--- src/sv/zohsl_pkg.sv ---
// ----------------------------------------------------------------------------
// zohsl_pkg
// Shared constants for the zero-order-hold resampler with soft limiter.
// ----------------------------------------------------------------------------
package zohsl_pkg;

  // Configuration port
  localparam int CFG_AW = 3;
  localparam int CFG_DW = 24;

  localparam logic [CFG_AW-1:0] REG_PHASE_STEP   = 3'd0;
  localparam logic [CFG_AW-1:0] REG_OUT_FRAMES   = 3'd1;
  localparam logic [CFG_AW-1:0] REG_IN_FRAMES    = 3'd2;
  localparam logic [CFG_AW-1:0] REG_THRESHOLD    = 3'd3;
  localparam logic [CFG_AW-1:0] REG_ATTACK_COEFF = 3'd4;
  localparam logic [CFG_AW-1:0] REG_RELEASE_COEF = 3'd5;

  // Register reset values
  localparam logic [15:0] PHASE_STEP_RST = 16'd60211;
  localparam logic [10:0] OUT_FRAMES_RST = 11'd256;
  localparam logic [10:0] IN_FRAMES_RST  = 11'd236;
  localparam logic [14:0] THRESHOLD_RST  = 15'd27852;
  localparam logic [23:0] ATTACK_RST     = 24'd16431300;
  localparam logic [23:0] RELEASE_RST    = 24'd16773721;

  // Datapath
  localparam int          BLOCK_MAX_DEF = 1024;
  localparam int          ACC_W         = 26;
  localparam int          MAC_STEPS     = 25;
  localparam int          DIV_STEPS     = 23;
  localparam int          MAC_W         = 50;
  localparam logic [23:0] GAIN_ONE      = 24'h800000;
  localparam logic [24:0] Q24_ONE       = 25'h1000000;

endpackage

--- src/sv/zohsl_mac.sv ---
// ----------------------------------------------------------------------------
// zohsl_mac
// Bit-serial multiply-accumulate: a*ca + b*cb, one coefficient bit per cycle.
// ----------------------------------------------------------------------------
module zohsl_mac (
  input  logic                          clk,
  input  logic                          rst_n,
  input  logic                          start,
  input  logic [23:0]                   mul_a,
  input  logic [23:0]                   mul_b,
  input  logic [24:0]                   coef_a,
  input  logic [24:0]                   coef_b,
  output logic                          done,
  output logic [zohsl_pkg::MAC_W-1:0]   result
);

  logic [23:0]                 a_r, b_r;
  logic [24:0]                 ca_r, cb_r;
  logic [zohsl_pkg::MAC_W-1:0] acc_r, acc_nxt;
  logic [4:0]                  cnt_r;
  logic                        run_r, done_r;

  // One shifted partial sum per cycle, coefficient MSB first
  always_comb begin
    acc_nxt = {acc_r[zohsl_pkg::MAC_W-2:0], 1'b0}
            + (ca_r[24] ? zohsl_pkg::MAC_W'(a_r) : '0)
            + (cb_r[24] ? zohsl_pkg::MAC_W'(b_r) : '0);
  end

  // Control
  always_ff @(posedge clk) begin
    if (!rst_n) begin
      run_r  <= 1'b0;
      done_r <= 1'b0;
      cnt_r  <= '0;
    end else begin
      done_r <= 1'b0;
      if (start) begin
        run_r <= 1'b1;
        cnt_r <= '0;
      end else if (run_r) begin
        cnt_r <= cnt_r + 5'd1;
        if (cnt_r == 5'(zohsl_pkg::MAC_STEPS - 1)) begin
          run_r  <= 1'b0;
          done_r <= 1'b1;
        end
      end
    end
  end

  // Operand and accumulator registers
  always_ff @(posedge clk) begin
    if (start) begin
      a_r   <= mul_a;
      b_r   <= mul_b;
      ca_r  <= coef_a;
      cb_r  <= coef_b;
      acc_r <= '0;
    end else if (run_r) begin
      acc_r <= acc_nxt;
      ca_r  <= {ca_r[23:0], 1'b0};
      cb_r  <= {cb_r[23:0], 1'b0};
    end
  end

  assign done   = done_r;
  assign result = acc_r;

endmodule

--- src/sv/zohsl_div.sv ---
// ----------------------------------------------------------------------------
// zohsl_div
// Restoring divider, one quotient bit per cycle, for the limiter target gain.
// ----------------------------------------------------------------------------
module zohsl_div (
  input  logic        clk,
  input  logic        rst_n,
  input  logic        start,
  input  logic [23:0] rem_init,
  input  logic [23:0] divisor,
  output logic        done,
  output logic [22:0] quot
);

  logic [23:0] rem_r, den_r;
  logic [22:0] q_r;
  logic [4:0]  cnt_r;
  logic        run_r, done_r;
  logic [24:0] rem_sh, diff;
  logic        ge;

  // Trial subtraction of the shifted remainder
  always_comb begin
    rem_sh = {rem_r, 1'b0};
    diff   = rem_sh - {1'b0, den_r};
    ge     = (rem_sh >= {1'b0, den_r});
  end

  always_ff @(posedge clk) begin
    if (!rst_n) begin
      run_r  <= 1'b0;
      done_r <= 1'b0;
      cnt_r  <= '0;
    end else begin
      done_r <= 1'b0;
      if (start) begin
        run_r <= 1'b1;
        cnt_r <= '0;
      end else if (run_r) begin
        cnt_r <= cnt_r + 5'd1;
        if (cnt_r == 5'(zohsl_pkg::DIV_STEPS - 1)) begin
          run_r  <= 1'b0;
          done_r <= 1'b1;
        end
      end
    end
  end

  always_ff @(posedge clk) begin
    if (start) begin
      rem_r <= rem_init;
      den_r <= divisor;
      q_r   <= '0;
    end else if (run_r) begin
      rem_r <= ge ? diff[23:0] : rem_sh[23:0];
      q_r   <= {q_r[21:0], ge};
    end
  end

  assign done = done_r;
  assign quot = q_r;

endmodule

--- src/sv/zoh_resampler_soft_limiter.sv ---
// ----------------------------------------------------------------------------
// zoh_resampler_soft_limiter
// Zero-order-hold resampler followed by a stereo-linked soft limiter.
// ----------------------------------------------------------------------------
// Input frames arrive on in_* (left sample in the low half of tdata) and each
// gives zero, one or two limited output frames on out_* (tuser bit 0 marks
// the last output of the input frame, bit 1 the last output of a block).
// Registers are written through cfg_* while the block is idle; the user
// must keep to this, the block itself does not enforce it.
// One input frame is taken at a time: in_tready is high only when the block
// is idle. Each output frame passes through the serial arithmetic: an
// envelope smoothing, a divide, a gain smoothing and a scaling pass, run one
// after the other. An instant envelope attack skips the smoothing and a level
// not above the threshold skips the divide. Reset restores the register
// defaults, clears the counters and envelope and sets the gain to one. A
// finished frame waits in the output register; while the receiver stalls the
// block holds the next frame until the register is free, and accepts no new
// input.
// ----------------------------------------------------------------------------
module zoh_resampler_soft_limiter #(
  parameter int BLOCK_MAX = zohsl_pkg::BLOCK_MAX_DEF
) (
  input  logic                          clk,
  input  logic                          rst_n,
  input  logic                          in_tvalid,
  output logic                          in_tready,
  input  logic [31:0]                   in_tdata,   // left_in[15:0], right_in[31:16]
  output logic                          out_tvalid,
  input  logic                          out_tready,
  output logic [31:0]                   out_tdata,  // left_out[15:0], right_out[31:16]
  output logic [1:0]                    out_tuser,  // last_of_run[0], block_end[1]
  input  logic                          cfg_wr_en,
  input  logic [zohsl_pkg::CFG_AW-1:0]  cfg_addr,
  input  logic [zohsl_pkg::CFG_DW-1:0]  cfg_wdata
);

  localparam int IW = $clog2(BLOCK_MAX);
  localparam int NW = IW + 1;

  localparam logic [3:0] S_IDLE = 4'd0;
  localparam logic [3:0] S_CHK  = 4'd1;
  localparam logic [3:0] S_ENV  = 4'd2;
  localparam logic [3:0] S_ENVW = 4'd3;
  localparam logic [3:0] S_TGT  = 4'd4;
  localparam logic [3:0] S_DIVW = 4'd5;
  localparam logic [3:0] S_GSM  = 4'd6;
  localparam logic [3:0] S_GSMW = 4'd7;
  localparam logic [3:0] S_SCL  = 4'd8;
  localparam logic [3:0] S_SCLW = 4'd9;
  localparam logic [3:0] S_NEXT = 4'd10;
  localparam logic [3:0] S_EMIT = 4'd11;
  localparam logic [3:0] S_FIN  = 4'd12;

  // Configuration registers
  logic [15:0] phase_step_r;
  logic [10:0] out_frames_r, in_frames_r;
  logic [14:0] thr_r;
  logic [23:0] att_r, rel_r;

  always_ff @(posedge clk) begin
    if (!rst_n) begin
      phase_step_r <= zohsl_pkg::PHASE_STEP_RST;
      out_frames_r <= zohsl_pkg::OUT_FRAMES_RST;
      in_frames_r  <= zohsl_pkg::IN_FRAMES_RST;
      thr_r        <= zohsl_pkg::THRESHOLD_RST;
      att_r        <= zohsl_pkg::ATTACK_RST;
      rel_r        <= zohsl_pkg::RELEASE_RST;
    end else if (cfg_wr_en) begin
      unique case (cfg_addr)
        zohsl_pkg::REG_PHASE_STEP:   phase_step_r <= cfg_wdata[15:0];
        zohsl_pkg::REG_OUT_FRAMES:   out_frames_r <= cfg_wdata[10:0];
        zohsl_pkg::REG_IN_FRAMES:    in_frames_r  <= cfg_wdata[10:0];
        zohsl_pkg::REG_THRESHOLD:    thr_r        <= cfg_wdata[14:0];
        zohsl_pkg::REG_ATTACK_COEFF: att_r        <= cfg_wdata[23:0];
        zohsl_pkg::REG_RELEASE_COEF: rel_r        <= cfg_wdata[23:0];
        default: ;
      endcase
    end
  end

  // State
  logic [3:0]                  state_r;
  logic [zohsl_pkg::ACC_W-1:0] acc_r;
  logic [IW-1:0]               idx_r;
  logic [NW-1:0]               oc_r, nout_r;
  logic [1:0]                  n_r;
  logic                        last_in_r, blk_end_r, more_r;
  logic [23:0]                 env_r, gain_r, target_r;
  logic [15:0]                 left_r, right_r, res_l_r, res_r_r;
  logic                        out_valid_r;
  logic [31:0]                 out_data_r;
  logic [1:0]                  out_user_r;

  // Block sizes, zero counted as one and clamped to the maximum
  logic [NW-1:0] nin_eff, nout_eff;
  logic          last_in_nxt;

  always_comb begin
    if (in_frames_r == 11'd0) nin_eff = NW'(1);
    else if (32'(in_frames_r) > BLOCK_MAX) nin_eff = NW'(BLOCK_MAX);
    else nin_eff = NW'(in_frames_r);
    if (out_frames_r == 11'd0) nout_eff = NW'(1);
    else if (32'(out_frames_r) > BLOCK_MAX) nout_eff = NW'(BLOCK_MAX);
    else nout_eff = NW'(out_frames_r);
    last_in_nxt = (32'(idx_r) + 32'd1) >= 32'(nin_eff);
  end

  // Whether the current input emits another output
  logic cond;
  assign cond = (n_r != 2'd2) && (32'(oc_r) < 32'(nout_r))
             && (last_in_r || (32'(acc_r[zohsl_pkg::ACC_W-1:16]) <= 32'(idx_r)));

  // Channel magnitudes and the linked peak in Q16.8
  logic [15:0] mag_l, mag_r;
  logic [23:0] peak;
  logic [23:0] thr_q8;

  always_comb begin
    mag_l  = left_r[15] ? 16'(-left_r) : left_r;
    mag_r  = right_r[15] ? 16'(-right_r) : right_r;
    peak   = (mag_l > mag_r) ? {mag_l, 8'd0} : {mag_r, 8'd0};
    thr_q8 = {1'b0, thr_r, 8'd0};
  end

  // Serial arithmetic units
  logic                        mac0_start, mac1_start, mac0_done, mac1_done;
  logic [23:0]                 mac0_a, mac0_b;
  logic [24:0]                 mac0_ca, mac0_cb, gain_ext;
  logic [23:0]                 gcoef;
  logic [zohsl_pkg::MAC_W-1:0] mac0_res, mac1_res;
  logic                        div_start, div_done;
  logic [22:0]                 div_q;
  logic                        scl_done;

  always_comb begin
    gcoef    = (target_r < gain_r) ? att_r : rel_r;
    gain_ext = {1'b0, gain_r};
    mac0_a   = env_r;
    mac0_b   = peak;
    mac0_ca  = {1'b0, rel_r};
    mac0_cb  = zohsl_pkg::Q24_ONE - {1'b0, rel_r};
    if (state_r == S_GSM) begin
      mac0_a  = gain_r;
      mac0_b  = target_r;
      mac0_ca = {1'b0, gcoef};
      mac0_cb = zohsl_pkg::Q24_ONE - {1'b0, gcoef};
    end else if (state_r == S_SCL) begin
      mac0_a  = {8'd0, mag_l};
      mac0_b  = '0;
      mac0_ca = gain_ext;
      mac0_cb = '0;
    end
    mac0_start = ((state_r == S_ENV) && !(peak > env_r))
              || (state_r == S_GSM) || (state_r == S_SCL);
    mac1_start = (state_r == S_SCL);
    div_start  = (state_r == S_TGT) && (env_r > thr_q8);
    scl_done   = mac0_done && mac1_done;
  end

  zohsl_mac u_mac0 (
    .clk(clk), .rst_n(rst_n), .start(mac0_start),
    .mul_a(mac0_a), .mul_b(mac0_b), .coef_a(mac0_ca), .coef_b(mac0_cb),
    .done(mac0_done), .result(mac0_res)
  );

  zohsl_mac u_mac1 (
    .clk(clk), .rst_n(rst_n), .start(mac1_start),
    .mul_a({8'd0, mag_r}), .mul_b(24'd0), .coef_a(gain_ext), .coef_b(25'd0),
    .done(mac1_done), .result(mac1_res)
  );

  zohsl_div u_div (
    .clk(clk), .rst_n(rst_n), .start(div_start),
    .rem_init(thr_q8), .divisor(env_r),
    .done(div_done), .quot(div_q)
  );

  // Restore the sign of a scaled magnitude and saturate to 16 bits
  function automatic logic [15:0] sat_scale(input logic neg, input logic [16:0] m);
    logic [15:0] v;
    if (neg) v = (m > 17'd32768) ? 16'h8000 : 16'(-m);
    else     v = (m > 17'd32767) ? 16'h7FFF : m[15:0];
    return v;
  endfunction

  logic out_free;
  assign out_free = !out_valid_r || out_tready;

  // Sequencer and state registers
  always_ff @(posedge clk) begin
    if (!rst_n) begin
      state_r     <= S_IDLE;
      acc_r       <= '0;
      idx_r       <= '0;
      oc_r        <= '0;
      n_r         <= '0;
      env_r       <= '0;
      gain_r      <= zohsl_pkg::GAIN_ONE;
      out_valid_r <= 1'b0;
    end else begin
      if (out_valid_r && out_tready && (state_r != S_EMIT)) out_valid_r <= 1'b0;
      unique case (state_r)
        S_IDLE: if (in_tvalid) begin
          n_r     <= '0;
          state_r <= S_CHK;
        end
        S_CHK:  state_r <= cond ? S_ENV : S_FIN;
        S_ENV: begin
          if (peak > env_r) begin
            env_r   <= peak;
            state_r <= S_TGT;
          end else begin
            state_r <= S_ENVW;
          end
        end
        S_ENVW: if (mac0_done) begin
          env_r   <= mac0_res[47:24];
          state_r <= S_TGT;
        end
        S_TGT:  state_r <= div_start ? S_DIVW : S_GSM;
        S_DIVW: if (div_done) state_r <= S_GSM;
        S_GSM:  state_r <= S_GSMW;
        S_GSMW: if (mac0_done) begin
          gain_r  <= mac0_res[47:24];
          state_r <= S_SCL;
        end
        S_SCL:  state_r <= S_SCLW;
        S_SCLW: if (scl_done) begin
          oc_r    <= oc_r + NW'(1);
          acc_r   <= acc_r + zohsl_pkg::ACC_W'(phase_step_r);
          n_r     <= n_r + 2'd1;
          state_r <= S_NEXT;
        end
        S_NEXT: state_r <= S_EMIT;
        S_EMIT: if (out_free) begin
          out_valid_r <= 1'b1;
          state_r     <= more_r ? S_ENV : S_FIN;
        end
        S_FIN: begin
          if (last_in_r) begin
            acc_r <= '0;
            idx_r <= '0;
            oc_r  <= '0;
          end else begin
            idx_r <= idx_r + IW'(1);
          end
          state_r <= S_IDLE;
        end
        default: state_r <= S_IDLE;
      endcase
    end
  end

  // Payload registers
  always_ff @(posedge clk) begin
    if (state_r == S_IDLE && in_tvalid) begin
      left_r    <= in_tdata[15:0];
      right_r   <= in_tdata[31:16];
      nout_r    <= nout_eff;
      last_in_r <= last_in_nxt;
    end
    if (state_r == S_TGT) target_r <= zohsl_pkg::GAIN_ONE;
    if (state_r == S_DIVW && div_done) target_r <= {1'b0, div_q};
    if (state_r == S_SCLW && scl_done) begin
      res_l_r   <= sat_scale(left_r[15], mac0_res[39:23]);
      res_r_r   <= sat_scale(right_r[15], mac1_res[39:23]);
      blk_end_r <= (oc_r + NW'(1)) == nout_r;
    end
    if (state_r == S_NEXT) more_r <= cond;
    if (state_r == S_EMIT && out_free) begin
      out_data_r <= {res_r_r, res_l_r};
      out_user_r <= {blk_end_r, !more_r};
    end
  end

  assign in_tready  = rst_n && (state_r == S_IDLE);
  assign out_tvalid = out_valid_r;
  assign out_tdata  = out_data_r;
  assign out_tuser  = out_user_r;

endmodule

--- config.mk ---
export PLATFORM = sky130hd
export DESIGN_NAME = zoh_resampler_soft_limiter
export DESIGN_NICKNAME = d
export VERILOG_FILES = /design/src/sv/zohsl_pkg.sv /design/src/sv/zohsl_mac.sv /design/src/sv/zohsl_div.sv /design/src/sv/zoh_resampler_soft_limiter.sv
export SDC_FILE = /design/constraint.sdc
export NUM_CORES = 2
export LEC_CHECK = 0
export ABC_AREA = 0
export BUFFER_PORTS_ARGS = -buffer_cell sky130_fd_sc_hd__clkbuf_2
export CAP_MARGIN = 20
export CORE_MARGIN = 4
export CORE_UTILIZATION = 60
export CTS_CLUSTER_SIZE = 14
export DETAILED_ROUTE_END_ITERATION = 10
export HOLD_SLACK_MARGIN = 0.06
export PLACE_DENSITY_LB_ADDON = 0.12
export SYNTH_ARGS = -nofsm -noshare
export SYNTH_HDL_FRONTEND = slang
export SYNTH_SLANG_ARGS = --single-unit
--- constraint.sdc ---
create_clock -name clk -period 13.3 [get_ports clk]
set_input_delay 0.665 -clock clk [delete_from_list [all_inputs] [get_ports clk]]
set_output_delay 0.665 -clock clk [all_outputs]
set_load 0.02 [all_outputs]
==> summary.txt <==
Critical path
  • CP Max Fanout: 82
  • CP arrival: 9.02 ns
  • CP Capture Type: register
  • Critical Path RT: 13.53 ns
  • CP Launch Type: register
  • R2R setup slack: 4.51 ns
  • Crit path kind: reg2reg

Timing
  • Min cycle time layout: 8.788 ns
  • Clk_skew: 0.01840 ns
  • Final setup fails: 0
  • RSZ-0062 raised after global routing: no
  • Slew of the pin with the lowest slew margin: 1.047 ns
  • Hold Vio Cnt, Final: 0
  • Final Cycle Share: 0.6607
  • Slew headroom: 0.3003
  • Setup TNS Final: 0 ns
  • FMAX: 113.8 MHz
  • Final Max Slew Viols: 0

Detailed routing
  • Total Wirelength: 99.82 mm
  • Vias per cell: 6.102
  • DRT iter0 DRCs: 2872
  • Pre-Repair DR Iteration Count: 6
  • DR vias: 29.49k
  • # DRC: 0
  • DRT antenna net count: 0
  • Post-DR wirelength/cell: 20.66 µm

Floorplanning
  • Initial Utilization: 0.6055
  • Core Box Area: 60360 µm²
  • # IOs: 100
  • DIE HEIGHT: 254.8 µm
  • Die area: 64920 µm²
  • Die Wd: 254.8 µm
  • Row count: 90

Yosys
  • Synth Register Bits: 658
  • Synth warnings: 0
  • Unique cell type count in the Yosys netlist: 84
  • Post-synth top flop: dfxtp_1
  • Synth Area per Inst: 9.125 µm²
  • Mapped Nets: 4293
  • Syn Std Cell Area: 36550 µm²
  • Number of flops mapped to enable cells by yosys: 312
  • Seq/Total Area, Yosys: 0.4459
  • Asr flop ratio synth: 0
  • Post-Syn Instances: 4005

Global route
  • Initial antenna violation count: 3
  • First-pass GRT wire length: 154.5 mm
  • Pin count of the biggest net entering global routing: 95
  • Vias in the first global route: 27.38k
  • GRT Util Overall: 0.3027
  • GRT overflow: 0

Clocking
  • Clock latency on the worst-skew pair: 0.62 ns
  • Bufs on Longest Clock Path: 3
  • Cts hold-fix bufs: 0
  • Number of buffers created by CTS: 72
  • Resize count post-CTS: 0
  • CTS tree: yes
  • Post-CTS setup buffer count: 0
  • TritonCTS Sinks: 658
  • Htree depth: 3
  • Clock-pin slew on the worst setup and hold paths: 0.06 ns
  • CTS Root Cell: clkbuf_16

Placed design
  • Area after DPL: 37470 µm²
  • Gpl congestion: 0.9308
  • Hpwl dp: 70.93 mm
  • PortBufs: 99

Power and ir drop
  • Pwr dens: 192.8 nW/µm²
  • Pleak: 15.89 nW
  • Max IR drop VDD: 0.0001148 V

Job
  • Max-Cap Viols: 0

Run status
  • Status: completed

Final layout
  • Area growth from synthesis to layout: 9.360%
  • FILL cells: 4949
  • Total Nets Final: 4279
  • Share of cells above drive strength 1: 0.07730
  • Final instance area: 39970 µm²

Min path
  • Type of the most critical hold path: in2reg
==> stage by stage <==
stage	instances	power (mW)	setup WS [ns]	hold WS (ns)	util
4_1_cts	4830	7.692	4.673	0.1954	0.6618
5_1_grt	4831	8.144	4.025	0.1950	0.6621
2_1_floorplan	4005	4.833	5.693	0.4003	-
6_report	4832	7.705	4.512	0.2210	0.6622
3_5_place_dp	4698	5.604	4.711	0.4045	0.6208
3_3_place_gp	4696	5.567	4.820	0.4002	0.6204
==> area by class of cell <==
type                            count  area [µm²]  share of cell area
Tap cell                          782       978.4             0.02448
Clock buffer                       90        2003             0.05012
Inverter                          269        1015             0.02539
Sequential cell                   658       16300              0.4078
Timing Repair Buffer              131       763.2             0.01910
Multi-Input combinational cell   2859       18440              0.4613
Clock inverter                     42       469.2             0.01174
Antenna cell                        1       2.502          0.00006261
==> cell families (layout without fill, tap and decap cells) <==
family | Yosys count | count (layout) | synth area share
buffers and inverters | 488 | 532 | 0.05098
multiplexers | 100 | 100 | 0.02749
flip-flops | 658 | 658 | 0.4459
other | 0 | 1 | 0
AND/OR/NAND/NOR | 1376 | 1376 | 0.1764
adder cells (fa/ha/maj) | 224 | 224 | 0.08223
AO/OA/AOI/OAI | 951 | 951 | 0.1671
XOR/XNOR | 208 | 208 | 0.04985
==> report_power, final <==
| part | switching (mW) | leakage, nW | internal [mW] | total (mW) |
|---|---|---|---|---|
| logic | 1.62 | 9.01 | 1.04 | 2.67 |
| clock network | 0.847 | 1.21 | 1.23 | 2.08 |
| registers | 0.408 | 5.67 | 2.55 | 2.96 |
| total | 2.88 | 15.9 | 4.83 | 7.71 |
==> synth_stat cells, types with 13 or more instances <==
cell | number | share of area
o22ai_1 | 28 | 0.0048
nand4_1 | 52 | 0.0089
o21ai_0 | 215 | 0.029
xor2_1 | 78 | 0.019
a31oi_1 | 22 | 0.0038
nor2b_1 | 40 | 0.0068
nor4_1 | 23 | 0.0039
edfxtp_1 | 312 | 0.26
xnor2_1 | 130 | 0.031
nand2b_1 | 35 | 0.0060
o21a_1 | 34 | 0.0070
fa_1 | 27 | 0.015
and2_1 | 67 | 0.011
or3_1 | 37 | 0.0063
o31ai_1 | 17 | 0.0035
mux2i_1 | 97 | 0.027
nand3_1 | 121 | 0.017
a31o_2 | 16 | 0.0038
a222oi_1 | 23 | 0.0063
nor2_1 | 308 | 0.032
nand2_1 | 517 | 0.053
clkbuf_1 | 197 | 0.020
a211oi_1 | 55 | 0.011
inv_1 | 263 | 0.027
dfxtp_1 | 346 | 0.19
and3_1 | 41 | 0.0070
a21o_1 | 43 | 0.0088
nor3_1 | 69 | 0.0094
o311ai_0 | 15 | 0.0036
or2_2 | 13 | 0.0022
a22oi_1 | 33 | 0.0068
ha_1 | 197 | 0.067
a21boi_0 | 14 | 0.0029
a21oi_1 | 282 | 0.039
o31a_1 | 22 | 0.0053
o211ai_1 | 36 | 0.0074
a22o_1 | 13 | 0.0031
==> per-layer routing <==
metal  vias up  global-route usage  share of wire
met2      1039              0.4828           0.46
met4         2              0.1105          0.038
li1      14230                   -              -
met3       210             0.04834          0.074
met1     14000              0.4216           0.43
met5         -                   0        0.00013
==> layout by cell type, fill, tap and decap left out, drive strengths merged, types with 16 or more instances in the layout <==
cell type    n
nand2      517
dfxtp      346
edfxtp     312
nor2       308
a21oi      282
inv        268
o21ai      215
ha         197
clkbuf     188
xnor2      130
nand3      121
mux2i       97
xor2        78
nor3        69
and2        67
a211oi      56
nand4       52
a21o        43
and3        41
nor2b       40
or3         38
o211ai      36
nand2b      35
o21a        34
a22oi       33
buf         33
clkinv      31
o22ai       28
fa          27
nor4        26
a222oi      23
a31oi       22
o31a        22
o31ai       17
a31o        16
==> worst paths after layout <==
kind,from,to,cells past startpoint
setup / recovery,left_r[15],u_mac0.a_r[14],21
hold / removal,in_tdata[10],left_r[10],1
setup reg to reg,left_r[15],u_mac0.a_r[14],21
hold reg to reg,res_r_r[0],out_tdata[16],0
==> worst max-delay path, cell delays in order, from the launching register on <==
cell and delay, ns:
edfxtp_1 0.95, inv_1 0.49, nor2_1 0.26, xnor2_1 0.31, inv_1 0.10, ha_1 0.33, o21a_1 0.11, o21ai_0 0.16
a21oi_1 0.11, o311a_1 0.38, a211oi_4 0.36, or2_2 0.82, mux2i_1 0.29, ha_1 0.38, nand2_1 0.07, or4_1 0.57
or4_1 0.60, o21ai_0 0.26, nor2_2 0.05, buf_4 0.29, inv_4 0.51, buf_4 0.85
==> registers in the layout, indices dropped and copies added, names as in the netlist, 25 cells and up <==
register / flops
out_tdata: 32
acc_r: 26
u_mac0.cb_r: 25
u_mac1.ca_r: 25
u_mac1.result: 40
u_mac0.result: 48
u_mac0.ca_r: 25
Power figures use the tool's default switching activity.
